File: config.mk
export PLATFORM = sky130hd
export DESIGN_NAME = stack_workspace_allocator_core
export DESIGN_NICKNAME = d
export VERILOG_FILES = /design/src/rtl/swa_pkg.sv /design/src/rtl/swa_round_up.sv /design/src/rtl/stack_workspace_allocator_core.sv
export SDC_FILE = /design/constraint.sdc
export NUM_CORES = 2
export LEC_CHECK = 0
export ABC_AREA = 0
export BUFFER_PORTS_ARGS = -buffer_cell sky130_fd_sc_hd__buf_2
export CORE_MARGIN = 10
export CORE_UTILIZATION = 63
export DETAILED_ROUTE_END_ITERATION = 10
export GPL_TIMING_DRIVEN = 0
export PLACE_DENSITY = 0.8
export REMOVE_ABC_BUFFERS = 1
export SYNTH_ARGS = -nofsm -noshare
export SYNTH_HDL_FRONTEND = slang
export SYNTH_SLANG_ARGS = --single-unit
export TNS_END_PERCENT = 10
File: constraint.sdc
create_clock -name clock -period 13.9 [get_ports clock]
set_input_delay 2.78 -clock clock [delete_from_list [all_inputs] [get_ports clock]]
set_output_delay 2.78 -clock clock [all_outputs]
set_load 0.005 [all_outputs]
File: src/rtl/swa_pkg.sv
// Shared types and constants of the stack workspace allocator.
package swa_pkg;

   localparam int unsigned ADDR_WIDTH          = 32;
   localparam int unsigned REQ_WIDTH           = 31;
   localparam int unsigned CSR_INDEX_WIDTH     = 2;
   localparam int unsigned TAG_BYTES           = 4;
   localparam int unsigned DEFAULT_ALIGN_BYTES = 16;
   localparam int unsigned DEFAULT_TAG_DEPTH   = 64;

   typedef enum logic [1:0] {
      STATUS_OK        = 2'd0,
      STATUS_NO_MEMORY = 2'd1,
      STATUS_BAD_FREE  = 2'd2
   } status_type;

   typedef enum logic {
      MODE_ALLOCATE = 1'b0,
      MODE_FREE     = 1'b1
   } mode_type;

   typedef enum logic [CSR_INDEX_WIDTH-1:0] {
      CSR_REGION_START = 2'd0,
      CSR_REGION_BYTES = 2'd1,
      CSR_LIFO_CHECK   = 2'd2
   } csr_index_type;

endpackage

File: src/rtl/swa_round_up.sv
// Four-stage pipeline that rounds a value up to a multiple of a constant alignment.
module swa_round_up #(
   parameter int unsigned VALUE_WIDTH = 32,
   parameter int unsigned ALIGN       = 16
) (
   input  logic                   clock,
   input  logic                   advance,
   input  logic [VALUE_WIDTH-1:0] value_in,
   output logic [VALUE_WIDTH:0]   rounded_out
);

   localparam int unsigned XW     = VALUE_WIDTH + 1;
   localparam int unsigned LOGA   = $clog2(ALIGN);
   localparam int unsigned SHIFT  = XW + LOGA;
   localparam int unsigned RW     = XW + 1;
   localparam int unsigned PW     = XW + RW;
   localparam logic [63:0] RECIP  = (64'd1 << SHIFT) / 64'(ALIGN);
   localparam logic [XW-1:0] ALIGN_X = XW'(ALIGN);
   localparam logic [XW-1:0] ALIGN_M1 = XW'(ALIGN - 1);

   logic [XW-1:0] x0_ff;
   logic [XW-1:0] x1_ff;
   logic [XW-1:0] x2_ff;
   logic [XW-1:0] q_ff;
   logic [XW-1:0] pe_ff;
   logic [XW-1:0] rounded_ff;
   logic [PW-1:0] prod;
   logic [XW-1:0] q_in;
   logic [XW-1:0] pe_in;
   logic [XW-1:0] diff;
   logic [XW-1:0] rounded_in;

   // The reciprocal estimate is at most one below the true quotient.
   always_comb begin
      prod       = PW'(x0_ff) * PW'(RECIP[RW-1:0]);
      q_in       = XW'(prod >> SHIFT);
      pe_in      = XW'(q_ff * ALIGN_X);
      diff       = x2_ff - pe_ff;
      rounded_in = (diff >= ALIGN_X) ? (pe_ff + ALIGN_X) : pe_ff;
   end

   always_ff @(posedge clock) begin
      if (advance) begin
         x0_ff      <= {1'b0, value_in} + ALIGN_M1;
         q_ff       <= q_in;
         x1_ff      <= x0_ff;
         pe_ff      <= pe_in;
         x2_ff      <= x1_ff;
         rounded_ff <= rounded_in;
      end
   end

   assign rounded_out = rounded_ff;

endmodule

File: src/rtl/stack_workspace_allocator_core.sv
// Top level of the stack workspace allocator: bump allocation with optional LIFO size check.
//
//   Channel   Direction   Handshake              Payload
//   req       in          req_valid/req_ready    mode, request_bytes, free_address
//   rsp       out         rsp_valid/rsp_ready    status, granted_address, top_after
//   csr       in          csr_valid/csr_ready    csr_index, csr_data
//
// A request's response becomes valid once the request has passed the four-stage alignment
// pipeline and the stage that updates the top address and the size stack. One request can be
// accepted every cycle while no response waits on rsp_ready and no register write is offered.
// A register write holds off requests in its cycle and re-initializes the allocator once it
// has passed the reinit shift register, alongside the region alignment pipeline.
// Reset clears the registers and the allocator state; the size stack memory is not cleared.
// The whole request pipeline stalls while a response waits on rsp_ready.
module stack_workspace_allocator_core #(
   parameter int unsigned ALIGN_BYTES = swa_pkg::DEFAULT_ALIGN_BYTES,
   parameter int unsigned TAG_DEPTH   = swa_pkg::DEFAULT_TAG_DEPTH
) (
   input  logic                                 clock,
   input  logic                                 reset,
   input  logic                                 req_valid,
   output logic                                 req_ready,
   input  logic                                 req_mode,
   input  logic [swa_pkg::REQ_WIDTH-1:0]        req_request_bytes,
   input  logic [swa_pkg::ADDR_WIDTH-1:0]       req_free_address,
   output logic                                 rsp_valid,
   input  logic                                 rsp_ready,
   output logic [1:0]                           rsp_status,
   output logic [swa_pkg::ADDR_WIDTH-1:0]       rsp_granted_address,
   output logic [swa_pkg::ADDR_WIDTH-1:0]       rsp_top_after,
   input  logic                                 csr_valid,
   output logic                                 csr_ready,
   input  logic [swa_pkg::CSR_INDEX_WIDTH-1:0]  csr_index,
   input  logic [swa_pkg::ADDR_WIDTH-1:0]       csr_data
);

   import swa_pkg::*;

   localparam int unsigned AW    = ADDR_WIDTH;
   localparam int unsigned CW    = $clog2(TAG_DEPTH + 1);
   localparam int unsigned MW    = (TAG_DEPTH > 1) ? $clog2(TAG_DEPTH) : 1;
   localparam int unsigned STAGES = 4;

   logic                  advance;
   logic                  req_fire;
   logic                  csr_fire;
   logic                  cfg_write;

   logic [AW-1:0]         region_start_ff;
   logic [AW-1:0]         region_bytes_ff;
   logic                  lifo_check_ff;
   logic [STAGES-1:0]     reinit_ff;
   logic [AW-1:0]         cfg_value_in;
   logic [AW:0]           aligned;
   logic [AW:0]           region_sum;
   logic [AW-1:0]         end_init;

   logic                  vld_ff [STAGES];
   logic                  mode_ff [STAGES];
   logic [AW-1:0]         faddr_ff [STAGES];
   logic [AW-1:0]         padded;

   logic [AW-1:0]         top_ff;
   logic [AW-1:0]         end_ff;
   logic [CW-1:0]         count_ff;
   logic [AW-1:0]         tos_ff;
   logic [AW-1:0]         below_ff;
   logic [AW-1:0]         stack_mem [TAG_DEPTH];

   logic                  step;
   logic [AW:0]           next_w;
   logic [AW+1:0]         tag_w;
   logic [AW-1:0]         distance;
   logic [AW-1:0]         push_value;
   logic [CW-1:0]         count_less3;
   logic [MW-1:0]         wr_addr;
   logic [MW-1:0]         rd_addr;
   logic                  push;
   logic                  pop;
   logic [AW-1:0]         top_in;
   logic [CW-1:0]         count_in;
   status_type            status_in;
   logic [AW-1:0]         granted_in;

   logic                  rsp_valid_ff;
   status_type            rsp_status_ff;
   logic [AW-1:0]         rsp_granted_ff;
   logic [AW-1:0]         rsp_top_ff;

   assign advance   = !rsp_valid_ff || rsp_ready;
   assign csr_ready = 1'b1;
   assign req_ready = advance && !csr_valid;
   assign req_fire  = req_valid && req_ready;
   assign csr_fire  = csr_valid && csr_ready;
   assign cfg_write = csr_fire && (csr_index == CSR_REGION_START ||
                                   csr_index == CSR_REGION_BYTES ||
                                   csr_index == CSR_LIFO_CHECK);

   always_ff @(posedge clock) begin
      if (reset) begin
         region_start_ff <= '0;
         region_bytes_ff <= '0;
         lifo_check_ff   <= 1'b0;
      end else if (csr_fire) begin
         unique case (csr_index)
            CSR_REGION_START: region_start_ff <= csr_data;
            CSR_REGION_BYTES: region_bytes_ff <= csr_data;
            CSR_LIFO_CHECK:   lifo_check_ff   <= csr_data[0];
            default: ;
         endcase
      end
   end

   always_ff @(posedge clock) begin
      if (reset) begin
         reinit_ff <= '0;
      end else begin
         reinit_ff <= {reinit_ff[STAGES-2:0], cfg_write};
      end
   end

   assign cfg_value_in = (csr_fire && csr_index == CSR_REGION_START) ? csr_data
                                                                      : region_start_ff;

   swa_round_up #(
      .VALUE_WIDTH (AW),
      .ALIGN       (ALIGN_BYTES)
   ) u_region_align (
      .clock       (clock),
      .advance     (1'b1),
      .value_in    (cfg_value_in),
      .rounded_out (aligned)
   );

   // The region ends at the raw end (saturated), unless alignment trimming leaves nothing.
   always_comb begin
      region_sum = {1'b0, region_start_ff} + {1'b0, region_bytes_ff};
      if (aligned[AW] || region_sum < aligned) begin
         end_init = aligned[AW-1:0];
      end else if (region_sum[AW]) begin
         end_init = '1;
      end else begin
         end_init = region_sum[AW-1:0];
      end
   end

   swa_round_up #(
      .VALUE_WIDTH (REQ_WIDTH),
      .ALIGN       (ALIGN_BYTES)
   ) u_request_pad (
      .clock       (clock),
      .advance     (advance),
      .value_in    (req_request_bytes),
      .rounded_out (padded)
   );

   always_ff @(posedge clock) begin
      if (reset) begin
         for (int i = 0; i < STAGES; i++) begin
            vld_ff[i] <= 1'b0;
         end
      end else if (advance) begin
         vld_ff[0] <= req_fire;
         for (int i = 1; i < STAGES; i++) begin
            vld_ff[i] <= vld_ff[i-1];
         end
      end
   end

   always_ff @(posedge clock) begin
      if (advance) begin
         mode_ff[0]  <= req_mode;
         faddr_ff[0] <= req_free_address;
         for (int i = 1; i < STAGES; i++) begin
            mode_ff[i]  <= mode_ff[i-1];
            faddr_ff[i] <= faddr_ff[i-1];
         end
      end
   end

   assign step        = vld_ff[STAGES-1] && advance;
   assign count_less3 = count_ff - CW'(3);
   assign wr_addr     = count_ff[MW-1:0];
   assign rd_addr     = count_less3[MW-1:0];

   always_comb begin
      next_w     = {1'b0, top_ff} + {1'b0, padded};
      tag_w      = {1'b0, next_w} + (AW+2)'(TAG_BYTES);
      distance   = top_ff - faddr_ff[STAGES-1];
      push_value = padded + AW'(TAG_BYTES);
      push       = 1'b0;
      pop        = 1'b0;
      top_in     = top_ff;
      count_in   = count_ff;
      status_in  = STATUS_OK;
      granted_in = '0;
      if (mode_ff[STAGES-1] == MODE_ALLOCATE) begin
         if (next_w > {1'b0, end_ff}) begin
            status_in = STATUS_NO_MEMORY;
         end else if (lifo_check_ff) begin
            if (tag_w > {2'b00, end_ff} || count_ff >= CW'(TAG_DEPTH)) begin
               status_in = STATUS_NO_MEMORY;
            end else begin
               push       = 1'b1;
               count_in   = count_ff + CW'(1);
               granted_in = top_ff;
               top_in     = tag_w[AW-1:0];
            end
         end else begin
            granted_in = top_ff;
            top_in     = next_w[AW-1:0];
         end
      end else begin
         if (lifo_check_ff) begin
            if (count_ff == '0 || tos_ff != distance) begin
               status_in = STATUS_BAD_FREE;
            end else begin
               pop      = 1'b1;
               count_in = count_ff - CW'(1);
               top_in   = faddr_ff[STAGES-1];
            end
         end else begin
            top_in = faddr_ff[STAGES-1];
         end
      end
   end

   always_ff @(posedge clock) begin
      if (reset) begin
         top_ff   <= '0;
         end_ff   <= '0;
         count_ff <= '0;
      end else if (reinit_ff[STAGES-1]) begin
         top_ff   <= aligned[AW-1:0];
         end_ff   <= end_init;
         count_ff <= '0;
      end else if (step) begin
         top_ff   <= top_in;
         count_ff <= count_in;
      end
   end

   // The top entry and the one below it are kept in registers next to the memory.
   always_ff @(posedge clock) begin
      if (step && push) begin
         stack_mem[wr_addr] <= push_value;
         tos_ff             <= push_value;
         below_ff           <= tos_ff;
      end else if (step && pop) begin
         tos_ff   <= below_ff;
         below_ff <= stack_mem[rd_addr];
      end
   end

   always_ff @(posedge clock) begin
      if (reset) begin
         rsp_valid_ff <= 1'b0;
      end else if (advance) begin
         rsp_valid_ff <= vld_ff[STAGES-1];
      end
   end

   always_ff @(posedge clock) begin
      if (step) begin
         rsp_status_ff  <= status_in;
         rsp_granted_ff <= granted_in;
         rsp_top_ff     <= top_in;
      end
   end

   assign rsp_valid           = rsp_valid_ff;
   assign rsp_status          = rsp_status_ff;
   assign rsp_granted_address = rsp_granted_ff;
   assign rsp_top_after       = rsp_top_ff;

endmodule
### Yosys cells after proc, flatten, opt, wreduce, memory -nomap -nowiden

Memories as Yosys holds them, arrays and structs flattened.
Cells that the tools add are included.

* $add $sub $neg: 14
* order comparisons: 6
* eq/ne operators: 7
* muxes and demuxes: 50
* bitwise operators: 4
* reductions and logical operators: 26

Operator list (number)
* two-way mux 32 bit: 18
* adder 32 x 32 -> 33 bit: 2
* subtractor 32 bit: 2
* two-way mux 7 bit: 6
* adder 33 x 3 -> 34 bit, second input constant: 1
* > comparator 34 x 32 -> 1 bit: 1
* adder 32 x 4 -> 33 bit, second input constant: 1
* adder 33 x 5 -> 33 bit, second input constant: 1
* greater-or-equal comparator 33 x 5 -> 1 bit, second input constant: 1
* > comparator 33 x 32 -> 1 bit: 1
* < comparator 33 bit: 1
* two-way mux 33 bit: 1
* subtractor 33 bit: 1
* adder 31 x 4 -> 32 bit, second input constant: 1
* adder 32 x 3 -> 32 bit, second input constant: 1
* adder 32 x 5 -> 32 bit, second input constant: 1
* greater-or-equal comparator 32 x 5 -> 1 bit, second input constant: 1
* inequality test 32 bit: 1
* two-way mux 1 bit: 22
* inequality test 2 bit, second input constant: 4
* adder 7 x 1 -> 7 bit, second input constant: 1
* greater-or-equal comparator 7 bit, second input constant: 1
* logical AND 1 bit: 7
* zero test 7 bit: 1
* 13 further kinds: 29

* register bits after elaboration: 645
* memory bits (writable): 2184
* input bits: 103
* output and inout port bits: 69
* word-level logic and storage cells: 138
* memories kept: 4

Memory list
* stack_mem: depth 64, bits a word 32, rd ports 1, clocked after Yosys merged registers in 0, wr ports 1, line stack_workspace_allocator_core.sv:68 `logic [AW-1:0] stack_mem [TAG_DEPTH];`
* faddr_ff: depth 4, bits a word 32, rd ports 4, clocked after Yosys merged registers in 0, wr ports 4, line stack_workspace_allocator_core.sv:60 `logic [AW-1:0] faddr_ff [STAGES];`
* mode_ff: depth 4, bits a word 1, rd ports 4, clocked after Yosys merged registers in 0, wr ports 4, line stack_workspace_allocator_core.sv:59 `logic mode_ff [STAGES];`
* vld_ff: depth 4, bits a word 1, rd ports 4, clocked after Yosys merged registers in 0, wr ports 4, line stack_workspace_allocator_core.sv:58 `logic vld_ff [STAGES];`

### Depth between registers and ports, before layout

* depth in word-level cells: 11
* mapped depth: 28
* gate-level depth less buffers: 26

### By module

A second synthesis with hierarchy kept.

* cell total of the unflattened synthesis: 6808
* area total of the unflattened synthesis: 112377.8 um^2

Modules (own cells, without submodules)
* stack_workspace_allocator_core: instances 1, cells each 6413, area an instance 104306.3 um^2
* swa_round_up at u_region_align: instances 1, cells each 200, area an instance 4110.2 um^2
* swa_round_up at u_request_pad: instances 1, cells each 195, area an instance 3961.3 um^2

### Worst setup path before layout

No wires, ideal clock.

* kind: in2reg
* start: input rsp_ready
* end: register rsp_granted_ff[0], in the netlist rsp_granted_address[0] (enable)
* library setup time: 0.456 ns
* arrival time: 11.141 ns
* setup slack: 2.303 ns
* cell stages on the path: 6
* buffers on the path: 2
* cells stage by stage: nor2b_1 -> inv_1 -> nand2_1 -> clkinv_1 -> clkbuf_1 -> clkbuf_1

* word-level cells in the longest chain between the ends: 2

Ends and longest elaborated chain
* from (decl): line stack_workspace_allocator_core.sv:27 `input logic rsp_ready,`
* logical OR 1 bit: line stack_workspace_allocator_core.sv:90 `assign advance = !rsp_valid_ff || rsp_ready;`
* logical AND 1 bit: line stack_workspace_allocator_core.sv:181 `assign step = vld_ff[STAGES-1] && advance;`
* net step: line stack_workspace_allocator_core.sv:70 `logic step;`
* to (signal assigned): line stack_workspace_allocator_core.sv:266 `rsp_granted_ff <= granted_in;`
* to (decl): line stack_workspace_allocator_core.sv:87 `logic [AW-1:0] rsp_granted_ff;`

The timed path passes the listed nets, and every way through them passes these cells.
A chain may end at the register's enable or synchronous reset.

### Worst setup path in the final report

* start: register u_request_pad.rounded_ff[4], in the netlist u_request_pad.rounded_out[4]
* end: memory stack_mem[28][20] (netlist bit) (enable)

* word-level cells in the longest chain between the ends: 11
* elaborated cells on any way between the ends: 12
* classes of those cells: add/sub (2); order compare (2); mux (6); reduce/logical (2)

Ends and longest elaborated chain
* from (decl): line swa_round_up.sv:26 `logic [XW-1:0] rounded_ff;`
* from (signal assigned): line swa_round_up.sv:49 `rounded_ff <= rounded_in;`
* adder 32 x 32 -> 33 bit (*): line stack_workspace_allocator_core.sv:187 `next_w = {1'b0, top_ff} + {1'b0, padded};`
* adder 33 x 3 -> 34 bit: line stack_workspace_allocator_core.sv:188 `tag_w = {1'b0, next_w} + (AW+2)'(TAG_BYTES);`
* > comparator 34 x 32 -> 1 bit: line stack_workspace_allocator_core.sv:201 `if (tag_w > {2'b00, end_ff} || count_ff >= CW'(TAG_DEPTH)) begin`
* logical OR 1 bit: line stack_workspace_allocator_core.sv:201
* two-way mux 1 bit: line stack_workspace_allocator_core.sv:201
* two-way mux 1 bit: line stack_workspace_allocator_core.sv:200 `end else if (lifo_check_ff) begin`
* two-way mux 1 bit (*): line stack_workspace_allocator_core.sv:198 `if (next_w > {1'b0, end_ff}) begin`
* two-way mux 1 bit (*): line stack_workspace_allocator_core.sv:197 `if (mode_ff[STAGES-1] == MODE_ALLOCATE) begin`
* logical AND 1 bit (*): line stack_workspace_allocator_core.sv:245 `if (step && push) begin`
* two-way mux 1 bit (*): line stack_workspace_allocator_core.sv:245
* two-way mux 1 bit (implied by the code) (*): line stack_workspace_allocator_core.sv:246 `stack_mem[wr_addr] <= push_value;`
* to (decl): line stack_workspace_allocator_core.sv:68

Mark *: on every way between the ends. The rest lies on a longest branch, timed or not.

==> reports/summary.txt <==
CP arrival: 12.31 ns
Drt total wl: 305000 um
Clk slew on worst S/H paths: 0.06 ns
Max-cap violations: 1
Count of cell types in the netlist: 102
Core area: 156600 sq um
Slew HR: 1.637%
RD Place Congestion: 0.9696
Ports: 172
Post-Syn Area: 99400 sq um
HPWL after DPL: 187500 um
Static leakage: 38.26 nW
Crit path max fanout: 18
Via count: 59003
Worst-Margin Slew: 1.475 ns
Critical R2R Capture: stack_mem[28][20]
Gr ovfl total: 0
Vias per cell: 7.173
RSZ-0062 raised after global routing: false
Crit start category: flip-flop
All-layer global routing usage: 34.91%
Largest net degree at the start of global routing: 131
Max clock buf depth: 3
I/O Buffers: 170
Post-Syn Area per Cell: 17.72 sq um
CTS tree: built
Synthesis Warnings: 0
Final-report setup violation count: 0
Power Density: 133.5 nW/um^2
Die Ht: 417.2 um
# hold bufs at CTS: 0
H-tree lvl count: 4
Peak supply drop: 0.1460 mV
Final worst-path cycle share: 84.69%
Crit-path max cell delay: 1.18 ns
Critical path class: reg2reg
Root buf cell: clkbuf_16
Crit. End Element: flip-flop
Routed WL per cell: 37.07 um
Ys async rst share: 0%
Post-Syn Instances: 5609
Fin. max-slew vios: 0
Vias in the first global route: 58392
Router iterations before antenna repair: 8
TritonCTS Buffers: 228
Layout Skew: 0.08958 ns
CP Data Required Time: 14.44 ns
Violated checks: max-capacitance violations
Hold/Removal Path Class: reg2reg
Share of cells above drive strength 1: 23.76%
DRT antenna net count: 0
Final min period: 11.77 ns
Main synth FF type: edfxtp_1
Initial antenna violation count: 18
Post-layout nets: 6264
Cts repair resizes: 0
Post-synth EDFFs: 2170
Final Hold Viols: 0
Yosys reg bits: 2427
Layout area overhead: 15.69%
Cells on worst reg2reg path: 26
Status: finished with violations
Crit-path slowest cell: nor2_4
TNS Setup: 0 ns
Row cnt: 145
Iter 0 DRT Violations: 9303
Sink Count: 2427
Overall Power: 15.36 mW
Fill cells: 8436
Die width: 417.2 um
Crit path launch: u_request_pad.rounded_out[4]
First-pass GRT wire length: 433100 um
CP endpoint: stack_mem[28][20]
Seq/Total Area, Yosys: 70.73%
Max Freq: 0.08494 GHz
Flop-to-flop setup slack: 2.13 ns
Die area: 174100 sq um
Setup Fix Bufs, Post-CTS: 0
DRC viols: 0
Clock latency on the worst-skew pair: 0.91 ns
Initial Utilization: 63.49%
Worst r2r src: u_request_pad.rounded_out[4]
[stage by stage]
stage,instance area [sq um],worst slack (ns),instances,hold WS (ns),util [%]
2_1_floorplan,98420,-18.59,5358,0.3096,-
3_3_place_gp,101800,-36.02,7586,0.3104,65.05
3_5_place_dp,107100,2.491,7795,0.3121,68.41
4_1_cts,115000,2.123,8223,0.2891,73.44
5_1_grt,115000,1.844,8224,0.3059,73.45
6_report,115000,2.128,8226,0.3145,73.45
[where the power goes]
group	total, mW	internal, mW	switching, mW
registers	8.11	8.03	0.0810
clock network	6.58	3.69	2.90
logic	0.663	0.231	0.432
total	15.4	11.9	3.41
[sequential cells by signal, summed over array words and instances, names as in the netlist, 32 cells and up]
register,count
rsp_top_after,32
top_ff,32
tos_ff,32
region_start_ff,32
faddr_ff,128
below_ff,32
stack_mem,1792
region_bytes_ff,32
end_ff,32
rsp_granted_address,32
[how the worst min path moves through the flow]
stage,startpoint,cells after the start,to
floorplan,u_region_align.q_ff[28],0,u_region_align.pe_ff[32]
global placement,u_region_align.x0_ff[16],0,u_region_align.x1_ff[16]
detailed placement,u_region_align.x2_ff[30],0,u_region_align.rounded_out[30]
CTS,u_region_align.x1_ff[14],0,u_region_align.x2_ff[14]
global route,u_region_align.x1_ff[15],0,u_region_align.x2_ff[15]
finish,u_region_align.x1_ff[31],0,u_region_align.x2_ff[31]
[per-layer routing]
layer / GRT usage (%) / part of all wire [%] / vias to the layer above / wire length (um)
met5: 0 / 0.016 / - / 48
met4: 17.63 / 6.1 / 8 / 18500
met3: 7.741 / 11 / 936 / 34530
met2: 55.24 / 48 / 4817 / 146100
met1: 46.06 / 35 / 29974 / 105800
li1: - / - / 23268 / -
[layout by cell type, fill, tap and decap left out, drive strengths merged, types with 56 or more instances in the layout]
master,Yosys,final
ha,190,190
clkinv,3,102
and2,56,56
dfxtp,257,257
buf,84,379
nand2,280,280
edfxtp,2170,2170
mux2i,61,61
a21o,91,91
mux2,56,56
nand3,108,108
nor2,258,258
mux4,560,560
a21oi,228,228
nor3,67,67
o21ai,150,150
xnor2,103,103
clkbuf,167,281
xor2,66,66
inv,138,143
[cell type report]
| cell class | instances | area, sq um | area share [%] |
|---|---|---|---|
| diodes | 3 | 7.507 | 0.006528 |
| clock buffers | 281 | 6101 | 5.305 |
| clock inverters | 147 | 1782 | 1.549 |
| inverters | 141 | 541.8 | 0.4711 |
| multi-input cells | 2790 | 28160 | 24.48 |
| flip-flops and latches | 2427 | 70310 | 61.14 |
| well taps | 2058 | 2575 | 2.239 |
| repair buffers | 379 | 5529 | 4.808 |
[synth_stat cells, types with 30 or more instances]
cell | count | area [sq um]
clkbuf_1 | 167 | 626.9
nor2_1 | 258 | 968.4
nand3_1 | 108 | 540.5
nand4_1 | 36 | 225.2
nand2_1 | 280 | 1051
mux4_2 | 560 | 12610
dfxtp_1 | 257 | 5145
xnor2_1 | 103 | 902.1
mux2i_1 | 61 | 610.6
a21o_1 | 91 | 683.2
nor3_1 | 65 | 325.3
edfxtp_1 | 2170 | 65160
and2_1 | 55 | 344.1
xor2_1 | 66 | 578.1
buf_1 | 66 | 247.7
a21oi_1 | 225 | 1126
inv_1 | 137 | 514.2
mux2_2 | 56 | 630.6
o21ai_0 | 146 | 730.7
nor2b_1 | 30 | 187.7
and3_1 | 34 | 212.7
ha_1 | 190 | 2377
[critical path, delay by kind of cell, from the launching register on]
family / cells / cell delay [ns]
AOI/OAI and AO/OA: 5 / 1.68
buffers and inverters: 3 / 0.40
adders and majority gates: 3 / 1.04
xor gates and xnor gates: 1 / 0.27
and+or+nand+nor: 14 / 7.08
DFF: 1 / 0.89
[cells by family (layout without fill, tap and decap cells)]
logic type	count (synthesis)	after routing	share of synthesized area [%]
AOI/OAI and AO/OA	756	756	4.962
xor gates and xnor gates	169	169	1.489
adders and majority gates	194	194	2.472
buffers and inverters	392	948	1.522
DFF	2427	2427	70.73
muxes	677	677	13.94
other	1	4	0.003772
and+or+nand+nor	993	993	4.886
Power figures use the tool's default switching activity.
